--- config.mk ---
export PLATFORM = sky130hd
export DESIGN_NAME = frame_presentation_queue_core
export DESIGN_NICKNAME = d
export VERILOG_FILES = /design/src/sv/fpq_pkg.sv /design/src/sv/fpq_ram.sv /design/src/sv/fpq_ctrl.sv /design/src/sv/fpq_datapath.sv /design/src/sv/frame_presentation_queue_core.sv
export SDC_FILE = /design/constraint.sdc
export NUM_CORES = 2
export LEC_CHECK = 0
export BUFFER_PORTS_ARGS = -buffer_cell sky130_fd_sc_hd__buf_2
export CORE_UTILIZATION = 38
export CTS_BUF_LIST = sky130_fd_sc_hd__clkbuf_8
export DETAILED_ROUTE_END_ITERATION = 8
export HOLD_SLACK_MARGIN = 0.08
export PLACE_DENSITY = 0.5
export SLEW_MARGIN = 5
export SYNTH_ARGS = -nofsm -noshare
export SYNTH_HDL_FRONTEND = slang
export SYNTH_HIERARCHICAL = 1
export SYNTH_SLANG_ARGS = --single-unit
--- constraint.sdc ---
create_clock -name aclk -period 7.7 [get_ports aclk]
set_input_delay 1.54 -clock aclk [delete_from_list [all_inputs] [get_ports aclk]]
set_output_delay 1.54 -clock aclk [all_outputs]
set_load 0.02 [all_outputs]
--- src/sv/fpq_pkg.sv ---
// Package for the frame presentation queue.
// Holds beat types, action and fault codes, and the controller/datapath interface structs.
// No dependencies.
package fpq_pkg;

    localparam int ACTION_W = 3;
    localparam int HANDLE_W = 4;
    localparam int TIME_W   = 40;
    localparam int STIME_W  = 48;
    localparam int DROP_W   = 32;
    localparam int FAULT_W  = 2;

    localparam logic [ACTION_W-1:0] ACT_INIT   = 3'd0;
    localparam logic [ACTION_W-1:0] ACT_TAKE   = 3'd1;
    localparam logic [ACTION_W-1:0] ACT_QUEUE  = 3'd2;
    localparam logic [ACTION_W-1:0] ACT_START  = 3'd3;
    localparam logic [ACTION_W-1:0] ACT_PULL   = 3'd4;
    localparam logic [ACTION_W-1:0] ACT_RETURN = 3'd5;

    localparam logic [FAULT_W-1:0] FAULT_NONE       = 2'd0;
    localparam logic [FAULT_W-1:0] FAULT_FULL_OVF   = 2'd1;
    localparam logic [FAULT_W-1:0] FAULT_FREE_OVF   = 2'd2;
    localparam logic [FAULT_W-1:0] FAULT_START_EMPTY = 2'd3;

    typedef struct packed {
        logic [ACTION_W-1:0] action;
        logic [HANDLE_W-1:0] frame_handle;
        logic [TIME_W-1:0]   time_value;
    } in_beat_t;

    typedef struct packed {
        logic [HANDLE_W-1:0]       handle_out;
        logic                      handle_valid;
        logic signed [STIME_W-1:0] handle_time;
        logic [DROP_W-1:0]         drop_count;
        logic                      is_started;
        logic [FAULT_W-1:0]        fault_code;
    } out_beat_t;

    typedef struct packed {
        logic load;
        logic fill_wr;
        logic init_done;
        logic take_use;
        logic queue_op;
        logic start_fault;
        logic offs_cap;
        logic rd_walk_next;
        logic walk_wr;
        logic start_done;
        logic pull_pop;
        logic ret_push;
        logic out_load;
    } cmd_t;

    typedef struct packed {
        logic [ACTION_W-1:0] action;
        logic                free_empty;
        logic                full_empty;
        logic                full_full;
        logic                started;
        logic                walk_last;
        logic                due;
        logic                fill_last;
        logic                out_busy;
    } status_t;

endpackage

--- src/sv/fpq_ram.sv ---
// Generic single-write, single-read RAM with registered read data.
// No dependencies.
module fpq_ram #(
    parameter int WIDTH = 8,
    parameter int DEPTH = 16
) (
    input  logic                     aclk,
    input  logic                     we,
    input  logic [$clog2(DEPTH)-1:0] waddr,
    input  logic [WIDTH-1:0]         wdata,
    input  logic [$clog2(DEPTH)-1:0] raddr,
    output logic [WIDTH-1:0]         rdata
);

    logic [WIDTH-1:0] mem [DEPTH];

    always_ff @(posedge aclk) begin
        if (we) begin
            mem[waddr] <= wdata;
        end
        rdata <= mem[raddr];
    end

endmodule

--- src/sv/fpq_ctrl.sv ---
// Controller state machine of the frame presentation queue.
// Sequences each action over the datapath; depends on fpq_pkg.
module fpq_ctrl (
    input  logic            aclk,
    input  logic            aresetn,
    input  logic            s_valid,
    output logic            s_ready,
    input  fpq_pkg::status_t status,
    output fpq_pkg::cmd_t    cmd
);

    typedef enum logic [6:0] {
        ST_IDLE      = 7'b0000001,
        ST_DISPATCH  = 7'b0000010,
        ST_FILL      = 7'b0000100,
        ST_WALK      = 7'b0001000,
        ST_PULL_CHK  = 7'b0010000,
        ST_PULL_WAIT = 7'b0100000,
        ST_FINISH    = 7'b1000000
    } state_t;

    state_t state_reg, state_next;

    assign s_ready = (state_reg == ST_IDLE);

    always_comb begin
        state_next = state_reg;
        cmd = '0;
        case (state_reg)
            ST_IDLE: begin
                if (s_valid) begin
                    cmd.load = 1'b1;
                    state_next = ST_DISPATCH;
                end
            end
            ST_DISPATCH: begin
                state_next = ST_FINISH;
                case (status.action)
                    fpq_pkg::ACT_INIT: begin
                        state_next = ST_FILL;
                    end
                    fpq_pkg::ACT_TAKE: begin
                        cmd.take_use = !status.free_empty;
                    end
                    fpq_pkg::ACT_QUEUE: begin
                        cmd.queue_op = 1'b1;
                    end
                    fpq_pkg::ACT_START: begin
                        if (status.full_empty) begin
                            cmd.start_fault = 1'b1;
                        end else begin
                            cmd.offs_cap = 1'b1;
                            state_next = ST_WALK;
                        end
                    end
                    fpq_pkg::ACT_PULL: begin
                        if (status.started) begin
                            state_next = ST_PULL_CHK;
                        end
                    end
                    fpq_pkg::ACT_RETURN: begin
                        cmd.ret_push = 1'b1;
                    end
                    default: begin
                        state_next = ST_FINISH;
                    end
                endcase
            end
            ST_FILL: begin
                cmd.fill_wr = 1'b1;
                if (status.fill_last) begin
                    cmd.init_done = 1'b1;
                    state_next = ST_FINISH;
                end
            end
            ST_WALK: begin
                cmd.walk_wr = 1'b1;
                cmd.rd_walk_next = 1'b1;
                if (status.walk_last) begin
                    cmd.start_done = 1'b1;
                    state_next = ST_FINISH;
                end
            end
            ST_PULL_CHK: begin
                if (!status.full_empty && status.due) begin
                    cmd.pull_pop = 1'b1;
                    state_next = ST_PULL_WAIT;
                end else begin
                    state_next = ST_FINISH;
                end
            end
            ST_PULL_WAIT: begin
                state_next = ST_PULL_CHK;
            end
            ST_FINISH: begin
                if (!status.out_busy) begin
                    cmd.out_load = 1'b1;
                    state_next = ST_IDLE;
                end
            end
            default: begin
                state_next = ST_IDLE;
            end
        endcase
    end

    always_ff @(posedge aclk) begin
        if (!aresetn) begin
            state_reg <= ST_IDLE;
        end else begin
            state_reg <= state_next;
        end
    end

endmodule

--- src/sv/fpq_datapath.sv ---
// Datapath of the frame presentation queue: ring pointers, ring memories,
// time arithmetic and the output register. Depends on fpq_pkg and fpq_ram.
module fpq_datapath #(
    parameter int RING_SLOTS = 16
) (
    input  logic                aclk,
    input  logic                aresetn,
    input  fpq_pkg::in_beat_t   s_data,
    input  fpq_pkg::cmd_t       cmd,
    output fpq_pkg::status_t    status,
    output logic                m_valid,
    input  logic                m_ready,
    output fpq_pkg::out_beat_t  m_data
);

    localparam int PTR_W = $clog2(RING_SLOTS);
    localparam int HW    = fpq_pkg::HANDLE_W;
    localparam int SW    = fpq_pkg::STIME_W;
    localparam int TW    = fpq_pkg::TIME_W;

    function automatic logic [PTR_W-1:0] ring_next(input logic [PTR_W-1:0] p);
        return (p == PTR_W'(RING_SLOTS - 1)) ? '0 : p + 1'b1;
    endfunction

    fpq_pkg::in_beat_t  in_reg;
    fpq_pkg::out_beat_t m_data_reg;
    logic               m_valid_reg;

    logic [PTR_W-1:0] free_head_reg, free_tail_reg, full_head_reg, full_tail_reg;
    logic [PTR_W-1:0] fill_cnt_reg, walk_reg;
    logic [SW-1:0]    start_offset_reg, offs_reg, h_time_reg;
    logic             started_reg, h_valid_reg;
    logic [HW-1:0]    h_out_reg;
    logic [fpq_pkg::DROP_W-1:0]  dropped_reg;
    logic [fpq_pkg::FAULT_W-1:0] fault_reg;

    logic [HW-1:0]    free_rdata, hdl_rdata;
    logic [SW-1:0]    time_rdata;
    logic             free_we, time_we, queue_go;
    logic [PTR_W-1:0] free_waddr, time_waddr, time_raddr;
    logic [HW-1:0]    free_wdata;
    logic [SW-1:0]    time_wdata, tval_ext;
    logic             push_req, push_go, free_full, full_full;
    logic [HW-1:0]    push_handle;
    logic [fpq_pkg::FAULT_W-1:0] fault_next;

    assign tval_ext    = {{(SW - TW){1'b0}}, in_reg.time_value};
    assign free_full   = (ring_next(free_tail_reg) == free_head_reg);
    assign full_full   = (ring_next(full_tail_reg) == full_head_reg);
    assign push_req    = cmd.ret_push || (cmd.pull_pop && h_valid_reg);
    assign push_go     = push_req && !free_full;
    assign push_handle = cmd.ret_push ? in_reg.frame_handle : h_out_reg;
    assign queue_go    = cmd.queue_op && !full_full;

    assign free_we    = cmd.fill_wr || push_go;
    assign free_waddr = cmd.fill_wr ? fill_cnt_reg : free_tail_reg;
    assign free_wdata = cmd.fill_wr ? HW'(fill_cnt_reg) : push_handle;

    assign time_we    = queue_go || cmd.walk_wr;
    assign time_waddr = cmd.walk_wr ? walk_reg : full_tail_reg;
    assign time_wdata = cmd.walk_wr ? (time_rdata + offs_reg) : (tval_ext + start_offset_reg);
    assign time_raddr = cmd.rd_walk_next ? ring_next(walk_reg) : full_head_reg;

    fpq_ram #(.WIDTH(HW), .DEPTH(RING_SLOTS)) u_free_ram (
        .aclk  (aclk),
        .we    (free_we),
        .waddr (free_waddr),
        .wdata (free_wdata),
        .raddr (free_head_reg),
        .rdata (free_rdata)
    );

    fpq_ram #(.WIDTH(HW), .DEPTH(RING_SLOTS)) u_hdl_ram (
        .aclk  (aclk),
        .we    (queue_go),
        .waddr (full_tail_reg),
        .wdata (in_reg.frame_handle),
        .raddr (full_head_reg),
        .rdata (hdl_rdata)
    );

    fpq_ram #(.WIDTH(SW), .DEPTH(RING_SLOTS)) u_time_ram (
        .aclk  (aclk),
        .we    (time_we),
        .waddr (time_waddr),
        .wdata (time_wdata),
        .raddr (time_raddr),
        .rdata (time_rdata)
    );

    always_comb begin
        fault_next = fault_reg;
        if (fault_reg == fpq_pkg::FAULT_NONE) begin
            if (cmd.queue_op && full_full) begin
                fault_next = fpq_pkg::FAULT_FULL_OVF;
            end else if (push_req && free_full) begin
                fault_next = fpq_pkg::FAULT_FREE_OVF;
            end else if (cmd.start_fault) begin
                fault_next = fpq_pkg::FAULT_START_EMPTY;
            end
        end
    end

    always_comb begin
        status.action     = in_reg.action;
        status.free_empty = (free_head_reg == free_tail_reg);
        status.full_empty = (full_head_reg == full_tail_reg);
        status.full_full  = full_full;
        status.started    = started_reg;
        status.walk_last  = (ring_next(walk_reg) == full_tail_reg);
        status.due        = ($signed({time_rdata[SW-1], time_rdata}) <=
                             $signed({1'b0, tval_ext}));
        status.fill_last  = (fill_cnt_reg == PTR_W'(RING_SLOTS - 2));
        status.out_busy   = m_valid_reg && !m_ready;
    end

    always_ff @(posedge aclk) begin
        if (cmd.load) begin
            in_reg <= s_data;
        end
        if (cmd.offs_cap) begin
            offs_reg <= tval_ext - time_rdata;
        end
        if (cmd.out_load) begin
            m_data_reg.handle_out   <= h_out_reg;
            m_data_reg.handle_valid <= h_valid_reg;
            m_data_reg.handle_time  <= $signed(h_time_reg);
            m_data_reg.drop_count   <= dropped_reg;
            m_data_reg.is_started   <= started_reg;
            m_data_reg.fault_code   <= fault_reg;
        end
    end

    always_ff @(posedge aclk) begin
        if (!aresetn) begin
            free_head_reg    <= '0;
            free_tail_reg    <= '0;
            full_head_reg    <= '0;
            full_tail_reg    <= '0;
            fill_cnt_reg     <= '0;
            walk_reg         <= '0;
            start_offset_reg <= '0;
            started_reg      <= 1'b0;
            dropped_reg      <= '0;
            fault_reg        <= fpq_pkg::FAULT_NONE;
            h_out_reg        <= '0;
            h_valid_reg      <= 1'b0;
            h_time_reg       <= '0;
            m_valid_reg      <= 1'b0;
        end else begin
            fault_reg <= fault_next;
            if (cmd.load) begin
                h_out_reg    <= '0;
                h_valid_reg  <= 1'b0;
                h_time_reg   <= '0;
                fill_cnt_reg <= '0;
            end
            if (cmd.fill_wr) begin
                fill_cnt_reg <= fill_cnt_reg + 1'b1;
            end
            if (cmd.init_done) begin
                free_head_reg    <= '0;
                free_tail_reg    <= PTR_W'(RING_SLOTS - 1);
                full_head_reg    <= '0;
                full_tail_reg    <= '0;
                start_offset_reg <= '0;
                started_reg      <= 1'b0;
            end
            if (cmd.take_use) begin
                h_out_reg     <= free_rdata;
                h_valid_reg   <= 1'b1;
                free_head_reg <= ring_next(free_head_reg);
            end
            if (queue_go) begin
                full_tail_reg <= ring_next(full_tail_reg);
            end
            if (push_go) begin
                free_tail_reg <= ring_next(free_tail_reg);
            end
            if (cmd.offs_cap) begin
                walk_reg <= full_head_reg;
            end
            if (cmd.walk_wr) begin
                walk_reg <= ring_next(walk_reg);
            end
            if (cmd.start_done) begin
                start_offset_reg <= offs_reg;
                started_reg      <= 1'b1;
            end
            if (cmd.pull_pop) begin
                if (h_valid_reg) begin
                    dropped_reg <= dropped_reg + 1'b1;
                end
                h_out_reg     <= hdl_rdata;
                h_time_reg    <= time_rdata;
                h_valid_reg   <= 1'b1;
                full_head_reg <= ring_next(full_head_reg);
            end
            if (cmd.out_load) begin
                m_valid_reg <= 1'b1;
            end else if (m_ready) begin
                m_valid_reg <= 1'b0;
            end
        end
    end

    assign m_valid = m_valid_reg;
    assign m_data  = m_data_reg;

endmodule

--- src/sv/frame_presentation_queue_core.sv ---
// Top level of the frame presentation queue: controller plus datapath.
// Depends on fpq_pkg, fpq_ctrl, fpq_datapath and fpq_ram.
//
//   Channel   Direction  Handshake          Beat type
//   s_        in         s_valid / s_ready  fpq_pkg::in_beat_t
//   m_        out        m_valid / m_ready  fpq_pkg::out_beat_t
//
// One beat is taken at a time. Take free, queue full, return free and unused actions
// pass through dispatch and finish; init adds the free ring fill sweep before finish.
// Start walks the N queued entries, one time memory update per cycle.
// Pull, once started, pops K entries through a check and a wait state per memory read;
// a pull before start goes from dispatch straight to finish.
// Reset clears pointers, flags, counters and the fault code; ring memories are not cleared.
// A stalled result waits in the output register; the next beat is still accepted.
module frame_presentation_queue_core #(
    parameter int RING_SLOTS = 16
) (
    input  logic               aclk,
    input  logic               aresetn,
    input  logic               s_valid,
    output logic               s_ready,
    input  fpq_pkg::in_beat_t  s_data,
    output logic               m_valid,
    input  logic               m_ready,
    output fpq_pkg::out_beat_t m_data
);

    fpq_pkg::cmd_t    cmd;
    fpq_pkg::status_t status;

    fpq_ctrl u_ctrl (
        .aclk    (aclk),
        .aresetn (aresetn),
        .s_valid (s_valid),
        .s_ready (s_ready),
        .status  (status),
        .cmd     (cmd)
    );

    fpq_datapath #(.RING_SLOTS(RING_SLOTS)) u_datapath (
        .aclk    (aclk),
        .aresetn (aresetn),
        .s_data  (s_data),
        .cmd     (cmd),
        .status  (status),
        .m_valid (m_valid),
        .m_ready (m_ready),
        .m_data  (m_data)
    );

endmodule

==> key figures <==
Die
  – Die width: 391 µm
  – # rows: 142
  – Die height: about 390 µm
  – Ports: between 100 and 150
  – Initial Utilization: between 30% and 40%
  – CORE AREA: about 150000 µm²
  – Die ar.: 153000 µm²

Worst setup path
  – Startpoint type of the worst setup path: flip-flop
  – CP Capture Type: flip-flop
  – Setup CP Type: reg2reg
  – CP required: roughly 8.5 ns
  – Crit path max fanout: 8
  – Worst EP arrival: ~6.9 ns

Status
  – Status: finished clean

STA
  – Fin. Hold Viols: 0
  – Worst-Margin Slew: 1.32 ns
  – Max_slew headroom: 11.9%
  – Hold Slack: ~0.39 ns
  – Final period util: 78.4%
  – Min Tclk post-route: between 6 and 7 ns
  – Clock skew: slightly above 0.05 ns
  – Fmax: approximately 0.17 GHz
  – Final setup fails: 0
  – RSZ-0062 raised after global routing: no
  – Slew Viols, Final: 0
  – Final TNS setup: 0 ns

Cells and area
  – Nets@finish: roughly 4400
  – Share of post-route cells with drive strength above 1: between 10% and 20%
  – Fillers: between 10000 and 15000
  – Largest register FFs: around 770
  – Area growth, synth to finish: 12.5%

Synthesis
  – Post-Syn Nets: 4186
  – Cell count after synthesis: 3957
  – Synthesized area: about 58000 µm²
  – Ys Warns: 6
  – Synth Area per Inst: approximately 15 µm²

Routing
  – DR WL/cell: 24.8 µm
  – DRT Wirelength: approximately 160 mm
  – Drt pass-1 iters: 5
  – DR vias/cell: between 5 and 6
  – Routed Antenna Nets: 0
  – Detailed-route DRC error count: 0
  – Initial drt markers: 2775
  – Via count of the routed design: between 30000 and 40000

CTS
  – CTS clk-pin slew, worst paths: about 0.070 ns
  – Number of CTS-inserted buffers: between 200 and 250
  – # resized after CTS: 0
  – Clock insertion delay at the later pin of the skew report: 0.96 ns
  – CTS tree: yes
  – Clock Tree Root: clkbuf_8
  – CTS H-Tree Depth: 4
  – Hold Buf Count CTS: 0
  – Clk buf depth: 3
  – Setup Buffers After CTS: 0
  – CTS sink cnt: around 1300

Min path
  – Class of the worst hold path: reg2reg

Global route
  – Total global-route track usage: 20.7%
  – Initial antenna violation count: 14
  – Global-route wire length before repair: about 230 mm
  – Vias in the first global route: roughly 35000
  – Largest net degree at the start of global routing: roughly 130
  – Total gr overflow: 0

Placement
  – Dpl hpwl: between 90 and 100 mm
  – # port buffers: 140
  – Gpl congestion: approximately 0.90

Job
  – Max_cap viols: 0

Power
  – Register share of total power: around 55%
  – Switch share: a little under a quarter
  – Power per Cell Area: about 220 nW/µm²
  – Int Pwr: 10.7 mW
  – Switch Pwr: ~3.3 mW
  – Leak: 22.8 nW
  – Max VDD drop: roughly 0.13 mV
  – Clock network power share: 40.8%
  – Gate power share: 4.0%
[metal layers]
metal | GRT usage (%) | part of all wire [%] | vias up
met4 | 5.88 | 2.2 | 2
met5 | 0 | 0.0044 | -
met1 | 28.8 | 45 | 17400
met2 | 33.4 | 47 | 930
li1 | - | - | 15700
met3 | 3.33 | 5.1 | 235
[cells in the final DEF (no fill, tap or decap), types with 16 or more instances in the layout]
| cell type | instances |
|---|---|
| o21a_1 | 24 |
| nor3_1 | 30 |
| nor3b_1 | 110 |
| a22oi_1 | 106 |
| mux4_1 | 28 |
| ha_1 | 175 |
| buf_2 | 139 |
| mux4_2 | 196 |
| clkinv_1 | 31 |
| clkbuf_8 | 223 |
| and3_1 | 24 |
| xnor2_1 | 102 |
| xor2_1 | 70 |
| a21oi_1 | 270 |
| a21boi_0 | 18 |
| nor2_1 | 134 |
| nand4_1 | 34 |
| a21o_1 | 77 |
| edfxtp_1 | 1079 |
| o21ai_0 | 118 |
| inv_1 | 223 |
| nand2b_1 | 21 |
| or3_1 | 21 |
| nor2b_1 | 134 |
| buf_4 | 84 |
| a31oi_1 | 21 |
| dfxtp_1 | 224 |
| nand2_1 | 218 |
| nand3_1 | 64 |
| clkinv_2 | 19 |
| nor2_4 | 16 |
| and2_1 | 48 |
| o21bai_1 | 20 |
[worst paths after layout]
kind / start / to / slack [ns] / cells after the start
setup / recovery: u_datapath/in_reg[1]$_DFFE_PP_ / u_datapath/dropped_reg[29]$_SDFFE_PN0P_ / 1.66 / 24
setup reg to reg: u_datapath/in_reg[1]$_DFFE_PP_ / u_datapath/dropped_reg[29]$_SDFFE_PN0P_ / 1.66 / 24
hold reg to reg: u_datapath/h_time_reg[45]$_SDFFE_PN0P_ / u_datapath/m_data[80]$_DFFE_PP_ / 0.39 / 0
hold / removal: u_datapath/h_time_reg[45]$_SDFFE_PN0P_ / u_datapath/m_data[80]$_DFFE_PP_ / 0.39 / 0
[area by class of cell]
type	instances	area, µm²	area share [%]
Inverter	130	488	0.753
Antenna cell	4	10.0	0.0154
Sequential cell	1303	36900	56.9
Tap cell	2016	2520	3.89
Clock buffer	223	3070	4.73
Multi-Input combinational cell	2317	19600	30.2
Timing Repair Buffer	226	1390	2.14
Clock inverter	163	911	1.40
[critical path, stage by stage (launching register included)]
cell	delay [ns]
edfxtp_1	0.42
inv_1	0.17
ha_1	0.27
nor2b_1	0.14
o21a_1	0.17
o21a_1	0.18
o21ai_0	0.14
a21boi_0	0.13
o2111ai_1	0.21
a21boi_0	0.16
o21ai_0	0.60
a21oi_1	0.14
o21ai_0	0.30
nand2b_1	0.16
nor4bb_4	0.34
and2_0	0.47
nand4_1	0.36
nor2_1	0.37
nand2_1	0.17
nor2_1	0.16
nand4_1	0.20
nor2_1	0.25
nand3_1	0.13
xnor2_1	0.13
and2_1	0.15
[power by group through the flow]
stage	Sequential, mW	Clock [mW]	Combinational (mW)
2_1_floorplan	7.85	0	0.340
3_3_place_gp	7.86	0	0.552
3_5_place_dp	7.87	0	0.551
4_1_cts	7.72	5.91	0.555
5_1_grt	7.72	6.19	0.605
6_report	7.72	5.71	0.554
[stage by stage]
stage	power (mW)	utilization (%)	worst slack (ns)	instance area, µm²	std cells
after global routing	14.5	43.2	1.13	64800	6379
after CTS	14.2	43.2	1.43	64800	6378
after floorplan	8.19	-	1.26	57600	3957
final	14.0	43.2	1.66	64800	6382
after detailed placement	8.42	40.5	1.47	60800	5992
after global placement	8.42	40.5	1.50	60800	5992
(Power assumes the default switching activity.)
